File: src/hw/rtl/pwl_pkg.sv
`default_nettype none
package pwl_pkg;

  typedef enum logic [1:0] {
    OP_CLEAR  = 2'd0,
    OP_APPEND = 2'd1,
    OP_QUERY  = 2'd2,
    OP_NONE   = 2'd3
  } op_t;

  typedef enum logic [2:0] {
    ST_RESULT   = 3'd0,
    ST_NOLIMIT  = 3'd1,
    ST_SHORT    = 3'd2,
    ST_APPENDED = 3'd3,
    ST_REJECT   = 3'd4,
    ST_CLEARED  = 3'd5
  } status_t;

  typedef enum logic [3:0] {
    S_IDLE,
    S_RD_LAST,
    S_APPEND,
    S_RD_FIRST,
    S_CHK_ENDS,
    S_SEARCH,
    S_SEARCH_WAIT,
    S_RD_PREV,
    S_RD_CURR,
    S_MUL,
    S_PROD,
    S_DIV_GO,
    S_DIV,
    S_DONE
  } state_t;

  localparam int unsigned DivSteps = 64;

endpackage
`default_nettype wire

File: src/hw/rtl/pwl_divider.sv
`default_nettype none
// Restoring divider, one quotient bit per cycle over a 64-bit dividend.
// Quotient saturates to 32 bits.
module pwl_divider
  import pwl_pkg::*;
(
  input  wire logic        clk,
  input  wire logic        rst,
  input  wire logic        start,
  input  wire logic [63:0] dividend,
  input  wire logic [31:0] divisor,
  output logic             busy,
  output logic             done,
  output logic [31:0]      quotient
);

  logic [63:0] quo;
  logic [32:0] rem;
  logic [31:0] dvs;
  logic [6:0]  count;
  logic [32:0] trial;

  assign trial = {rem[31:0], quo[63]} - {1'b0, dvs};

  always_ff @(posedge clk) begin
    if (rst) begin
      busy  <= 1'b0;
      done  <= 1'b0;
      count <= '0;
    end else begin
      done <= 1'b0;
      if (start) begin
        busy  <= 1'b1;
        count <= 7'(DivSteps);
        quo   <= dividend;
        rem   <= '0;
        dvs   <= divisor;
      end else if (busy) begin
        if (!trial[32]) begin
          rem <= trial;
          quo <= {quo[62:0], 1'b1};
        end else begin
          rem <= {rem[31:0], quo[63]};
          quo <= {quo[62:0], 1'b0};
        end
        count <= count - 7'd1;
        if (count == 7'd1) begin
          busy <= 1'b0;
          done <= 1'b1;
        end
      end
    end
  end

  assign quotient = (quo[63:32] != 32'd0) ? 32'hFFFF_FFFF : quo[31:0];

  assert property (@(posedge clk) disable iff (rst) done |-> !busy)
    else $error("divider done while busy");
  assert property (@(posedge clk) disable iff (rst) start |=> busy)
    else $error("divider did not start");
  assert property (@(posedge clk) disable iff (rst) busy && !start |=> count == $past(count) - 7'd1)
    else $error("divider count skipped");

endmodule
`default_nettype wire

File: config.mk
export PLATFORM = sky130hd
export DESIGN_NAME = pwl_divider
export DESIGN_NICKNAME = d
export VERILOG_FILES = /design/src/hw/rtl/pwl_pkg.sv /design/src/hw/rtl/pwl_divider.sv
export SDC_FILE = /design/constraint.sdc
export NUM_CORES = 1
export LEC_CHECK = 0
export ABC_CLOCK_PERIOD_IN_PS = 8290
export BUFFER_PORTS_ARGS = -buffer_cell sky130_fd_sc_hd__clkbuf_2
export CORE_MARGIN = 8
export CORE_UTILIZATION = 44
export CTS_CLUSTER_SIZE = 28
export DETAILED_ROUTE_END_ITERATION = 10
export PLACE_DENSITY = 0.76
export SLEW_MARGIN = 10
export SYNTH_ARGS = -nofsm -noshare
export SYNTH_HDL_FRONTEND = slang
export SYNTH_SLANG_ARGS = --single-unit
File: constraint.sdc
create_clock -name clk -period 8.29 [get_ports clk]
set_input_delay 1.658 -clock clk [delete_from_list [all_inputs] [get_ports clk]]
set_output_delay 1.658 -clock clk [all_outputs]
set_load 0.005 [all_outputs]
==> impl_metrics.json, run 1 <==
{
  "layout.nets": 958,
  "tightest_slew_ps": 1160,
  "diodes": 0,
  "rsz0062_at_grt": "false",
  "clk_pin_slew_ps": 60,
  "num_vias": 6044,
  "maxCapViolations": 0,
  "ir_worst_vdd_v": 0.000138,
  "coreArea_sq_um": 17800,
  "fin_setup_tns_ps": 0,
  "grt_use_met1": 0.228,
  "die_w_um": 150,
  "grt_pass1_vias": 6149,
  "cts_setup_buffers": 0,
  "slowest_delay_ps": 970,
  "antenna_found_initial": 0,
  "async_flop_share": 0,
  "r2r_setup_slack_ps": 4600,
  "power.leakage_nw": 3.60,
  "antenna_left": 0,
  "arrival_ps": 3030,
  "fp-row-count": 49,
  "ctsHtreeMaxLevel": 4,
  "maxSlewViolCount": 0,
  "final_common_cell": "clkbuf_2",
  "cts-root-buf": "clkbuf_16",
  "internal_power_mw": 1.42,
  "path_buf_inv": 1,
  "status": "completed",
  "clkPwrFrac": 0.359,
  "clock_sinks": 137,
  "clockBufferDepth": 2,
  "skew_ps": 7.90,
  "synth_area_sq_um": 7870,
  "crit_path_top_delay_cell": "nand4_1",
  "netSwitchingPower_uw": 576,
  "ys.flop_type": "edfxtp_1",
  "hold_viol_final": 0,
  "cts_buffers": 17,
  "first_pass_iters": 5,
  "gr-total-overflow": 0,
  "fin_crit_ps": 4690,
  "reg2reg_to": "rem[14]",
  "cts_resized": 0,
  "drive_gt1_frac": 0.294,
  "setup_viol": 0,
  "io_pins": 133,
  "drc": 0,
  "ys_seq_area_frac": 0.512,
  "grt_max_degree": 87,
  "path_class": "reg2out",
  "chipHeight_um": 150,
  "crit_family": "simple AND/OR/NAND/NOR gates",
  "netSwitchingFraction": 0.289,
  "cp.depth": 4,
  "drt_iter0_drc": 376,
  "synth-edff-count": 128,
  "r2r_cells": 9,
  "synth.distinct_cells": 64,
  "regToRegStartpoint": "rem[4]",
  "path_cells": "nor4_1 -> nand4_1 -> or3_1 -> clkbuf_2",
  "syn_inst": 706,
  "cts_hold_buf": 0,
  "clock_latency_ps": 430,
  "grt-busiest-layer": "met2",
  "crit_required_ps": 6630,
  "crit_start": "quo[44]",
  "cp-start-kind": "flip-flop",
  "final_core_util": 0.520,
  "synth_nets": 840,
  "die_area_sq_um": 22400,
  "synth_seq_cells": 137,
  "final_cell_mix": "clkbuf_2 (131), edfxtp_1 (128), mux2_2 (64), a21oi_1 (57), o21ai_0 (46)",
  "via_per_inst": 5.67,
  "wl_per_cell_um": 18.5,
  "port_buffers": 132,
  "cp_max_fo": 32,
  "ys_warn_count": 0,
  "syn_avg_cell_area_sq_um": 11.1,
  "combinationalPowerShare": 0.211,
  "place_congestion": 0.852,
  "pwr-share-seq": 0.431,
  "finalWirelength_um": 19700,
  "hold_path.class": "reg2reg",
  "cp-endpoint": "quotient[15]",
  "grt_pass1_wl_um": 31600,
  "cts_tree": "done",
  "gr-usage-all-layers": 0.179,
  "start_util": 0.442,
  "maxSlewHeadroom": 0.228,
  "use_met3": 0.0644,
  "power_density_nw_per_um2": 215,
  "period_share": 0.566,
  "area_growth_pct": 17.6,
  "place_hpwl_um": 13900,
  "cp-end-kind": "output pin",
  "use_met2": 0.274,
  "max_clock_freq_mhz": 213
}
per-stage QoR:
stage | cells | power [mW] | hold WS (ps) | worst slack, ps | cell area [sq um]
after global routing | 1066 | 2.08 | 582 | 3420 | 9250
after CTS | 1066 | 2.00 | 524 | 3550 | 9250
final | 1066 | 1.99 | 519 | 3600 | 9250
after detailed placement | 1034 | 1.28 | 519 | 4090 | 8700
after floorplan | 706 | 1.18 | 469 | 1430 | 7870
after global placement | 1034 | 1.28 | 487 | 4360 | 8700
cell usage after synthesis, drive strengths merged (2+ instances only):
library cell,instances,area share
o311a,2,0.0025
nor3,11,0.0070
nor2,34,0.017
inv,41,0.020
clkbuf,28,0.014
a31o,3,0.0033
o2111ai,5,0.0056
mux2,64,0.092
a31oi,4,0.0032
nor4,9,0.0072
o21a,8,0.0076
nand4,10,0.0080
a211oi,12,0.014
o32ai,2,0.0022
nor2b,3,0.0024
edfxtp,128,0.49
and3,6,0.0048
or3,37,0.029
xor2,8,0.0089
nor4b,2,0.0022
or4,3,0.0029
o21ai,48,0.031
xnor2,13,0.014
a21o,12,0.011
ha,34,0.054
and2,4,0.0032
or4b,3,0.0038
nor3b,2,0.0019
o22ai,4,0.0032
o211ai,7,0.0067
or2,3,0.0024
nand3,19,0.013
a21boi,3,0.0029
nand2,35,0.017
dfxtp,9,0.023
a21oi,59,0.039
buf,9,0.0078
nand2b,8,0.0067
flip-flops by register name (all words and copies together) (netlist names):
| name | count |
|---|---|
| count | 7 |
| rem | 32 |
| quo | 64 |
| dvs | 32 |
| busy | 1 |
| done | 1 |
worst min-delay path, delay by kind of cell (launching register included):
| family | cells | cell delay [ps] |
|---|---|---|
| flops | 1 | 330 |
| simple gates | 1 | 90 |
| compound gates | 1 | 60 |
power by group through the flow:
| stage | combinational, mW | clock, mW | sequential, mW |
|---|---|---|---|
| after global placement | 0.408 | 0 | 0.871 |
| final | 0.420 | 0.715 | 0.858 |
| after global routing | 0.468 | 0.751 | 0.864 |
| after detailed placement | 0.413 | 0 | 0.871 |
| after floorplan | 0.319 | 0 | 0.862 |
| after CTS | 0.417 | 0.722 | 0.858 |
layout make-up:
class | instances | area [sq um]
fillers | 1588 | 8530
clock inverters | 15 | 125
repair buffers | 136 | 693
inverters | 41 | 154
flip-flops and latches | 137 | 4020
multi-input cells | 491 | 3540
well taps | 229 | 287
clock buffers | 17 | 425
kinds of logic after synthesis:
kind of cell	Yosys count	share of synthesized area
AOI/OAI and AO/OA	177	0.143
xor gates and xnor gates	21	0.0234
adders and majority gates	35	0.0566
buffers and inverters	78	0.0409
DFF	137	0.512
muxes	65	0.0929
and+or+nand+nor	193	0.132
worst min path at each step:
| stage | slack (ps) | end | startpoint | cells past startpoint |
|---|---|---|---|---|
| after floorplan | 470 | count[1] | count[1] | 2 |
| after global placement | 490 | count[1] | count[1] | 2 |
| after detailed placement | 520 | count[1] | count[1] | 2 |
| after CTS | 520 | count[1] | count[1] | 2 |
| after global routing | 580 | count[1] | count[1] | 2 |
| final | 520 | count[1] | count[1] | 2 |
routing by layer:
metal | vias to the layer above | wire (um) | share of wire
li1 | 2919 | - | -
met1 | 2848 | 8730 | 0.44
met2 | 247 | 8860 | 0.45
met3 | 30 | 1680 | 0.086
met4 | 0 | 409 | 0.021
met5 | - | 0 | 0
Note: power is estimated with default switching activity, not from simulation.
==> run 2: changes to the inputs <==
ABC_AREA = 1   (was not set)
ABC_CLOCK_PERIOD_IN_PS = 4800   (was 8290)
PLACE_DENSITY = 0.75   (was 0.76)
clock period = 4.8 ns   (was 8.29 ns; I/O delays follow)
==> run 2 against run 1 <==
Effect of this change:
- area after synthesis grew 12%
- sequential share of layout area decreased by 4.3 points
- sequential power rose by 71%
- register-to-register slack worse by 2600 ps
- critical endpoint is now quotient[13]
- synthesized cell count grew 63%
- final cell count is 46% higher
- critical path depth rose by 2
- via count grew 22%
- global-route usage is 0.26 points lower
- first-iteration DRC count grew 38%
- setup slack lost 1900 ps
- highest routed layer is now met5
==> impl_metrics.json, run 2 <==
{
  "synth_area_sq_um": 8790,
  "ys_seq_area_frac": 0.458,
  "cts_setup_buffers": 0,
  "place_hpwl_um": 16000,
  "arrival_ps": 2160,
  "ys_warn_count": 0,
  "dp.cells": 1526,
  "final_common_cell": "nand2_1",
  "hold_path.class": "reg2reg",
  "clock_sinks": 137,
  "gr-usage-all-layers": 0.177,
  "fin_setup_tns_ps": 0,
  "regMostFlops": "quo",
  "fin_ws_ps": 1680,
  "io_pins": 133,
  "coreArea_sq_um": 19500,
  "largest_reg_flops": 64,
  "wl_per_cell_um": 13.6,
  "crit_path_top_delay_cell": "edfxtp_1",
  "via_per_inst": 4.75,
  "path_buf_inv": 2,
  "synth.distinct_cells": 42,
  "skew_ps": 13.0,
  "fillers": 1887,
  "antenna_found_initial": 2,
  "period_share": 0.651,
  "cp-end-kind": "output pin",
  "grt_pass1_wl_um": 34600,
  "finalWirelength_um": 21200,
  "ir_worst_vdd_v": 0.000242,
  "r2r_setup_slack_ps": 2030,
  "crit_family": "simple AND/OR/NAND/NOR gates",
  "yosysMostFrequentCell": "nand2_1",
  "drive_gt1_frac": 0.183,
  "place_ws_ps": 1910,
  "tightest_slew_ps": 1090,
  "clock_latency_ps": 430,
  "p_total_mw": 3.70,
  "cp-start-kind": "flip-flop",
  "cts_hold_buf": 0,
  "path_cells": "nor4_1 -> nand3_1 -> nor4_4 -> buf_4 -> nand2_1 -> clkbuf_2",
  "place_area_sq_um": 9680,
  "grt_pass1_vias": 7293,
  "syn_inst": 1151,
  "stdcell_count": 1558,
  "first_pass_iters": 5,
  "slowest_delay_ps": 390,
  "synth_common_cells": "nand2_1 (421), inv_1 (203), edfxtp_1 (128)",
  "cts-root-buf": "clkbuf_16",
  "synth_top_area_frac": 0.437,
  "cts_tree": "done",
  "setup_viol": 0,
  "ys.flop_type": "edfxtp_1",
  "synth.largest_area_cell": "edfxtp_1",
  "die_area_sq_um": 24700,
  "maxSlewHeadroom": 0.270,
  "holdWs_ps": 474,
  "gr-total-overflow": 0,
  "layout.nets": 1414,
  "clk_pin_slew_ps": 70,
  "path_class": "reg2out",
  "final_area_sq_um": 10300,
  "async_flop_share": 0,
  "maxCapViolations": 0,
  "max_clock_freq_mhz": 320,
  "cts_buffers": 17,
  "clockBufferDepth": 2,
  "fp-row-count": 51,
  "yosys-top-cells-area": "edfxtp_1 (44%), nand2_1 (18%), inv_1 (8.7%), ha_1 (4.8%), nor2_1 (4.4%)",
  "synth_seq_cells": 137,
  "cp_max_fo": 32,
  "maxSlewViolCount": 0,
  "crit_required_ps": 3840,
  "rsz0062_at_grt": "false",
  "power_density_nw_per_um2": 360,
  "status": "completed",
  "drc": 0,
  "power.leakage_nw": 5.22,
  "reg_top3": "quo: 64 flops, dvs: 32 flops, rem: 32 flops",
  "synth-edff-count": 128,
  "drt_iter0_drc": 520,
  "antenna_left": 0,
  "diodes": 0,
  "syn_avg_cell_area_sq_um": 7.63,
  "area_growth_pct": 16.8,
  "final_core_util": 0.526,
  "fin_crit_ps": 3120,
  "cts_resized": 0,
  "start_util": 0.450,
  "chipHeight_um": 157,
  "final_cell_mix": "nand2_1 (421), inv_1 (203), clkbuf_2 (131), edfxtp_1 (128), nor2_1 (101)",
  "place_congestion": 0.921,
  "die_w_um": 157,
  "synth_nets": 1285,
  "port_buffers": 132,
  "num_vias": 7400,
  "grt_max_degree": 113,
  "ctsHtreeMaxLevel": 4,
  "hold_viol_final": 0
}
==> run 2: changes by cell type after synthesis, sizes merged, moves of 16 or more <==
| cell | delta |
|---|---|
| nand2 | +419 |
| inv | +174 |
| nor2 | +83 |
| mux2 | -64 |
| or3 | -37 |
| a21oi | -31 |
| clkbuf | -16 |
==> run 2: power by group <==
part	switching (mW)	total (mW)	internal, mW
Sequential	0.0400	1.47	1.43
Combinational	0.588	0.892	0.304
Clock	0.595	1.33	0.739
==> run 2: layer usage <==
layer  share of wire  vias to the layer above  routed length, um  GRT usage
met5          0.0010                        -                 22          0
met4          0.0099                        4                210     0.0417
met3           0.078                       21               1660     0.0570
met2            0.47                      236               9890      0.290
met1            0.45                     3313               9460      0.222
li1                -                     3826                  -          -
==> run 2: final timing paths <==
check | depth (start not counted) | from | end
min reg2reg | 2 | count[6] | count[6]
max reg2reg | 17 | quo[63] | rem[14]
max | 6 | quo[54] | quotient[13]
min | 2 | count[6] | count[6]
==> run 2: cell type report <==
class,instances,area [sq um],share of cell area
clock buffer,18,429,0.0418
timing repair buffer,136,691,0.0673
tap,265,332,0.0323
sequential,137,4020,0.392
clock inverter,14,160,0.0156
inverter,216,811,0.0790
multi-input combinational,772,3820,0.372
==> run 2: kinds of logic (layout without fill, tap and decap cells) <==
kind of cell	Yosys count	in the layout	share of synthesized area
xor gates and xnor gates	16	16	0.0159
and+or+nand+nor	637	637	0.313
DFF	137	137	0.458
adders and majority gates	35	35	0.0507
buffers and inverters	242	384	0.110
AOI/OAI and AO/OA	84	84	0.0517
==> run 2: worst reg2reg max path, delay by kind of cell (launching register included) <==
kind / cells / cell delay [ps]
adder cells (fa/ha/maj): 2 / 650
flip-flops: 1 / 320
buffers and inverters: 2 / 210
AND/OR/NAND/NOR: 13 / 1370
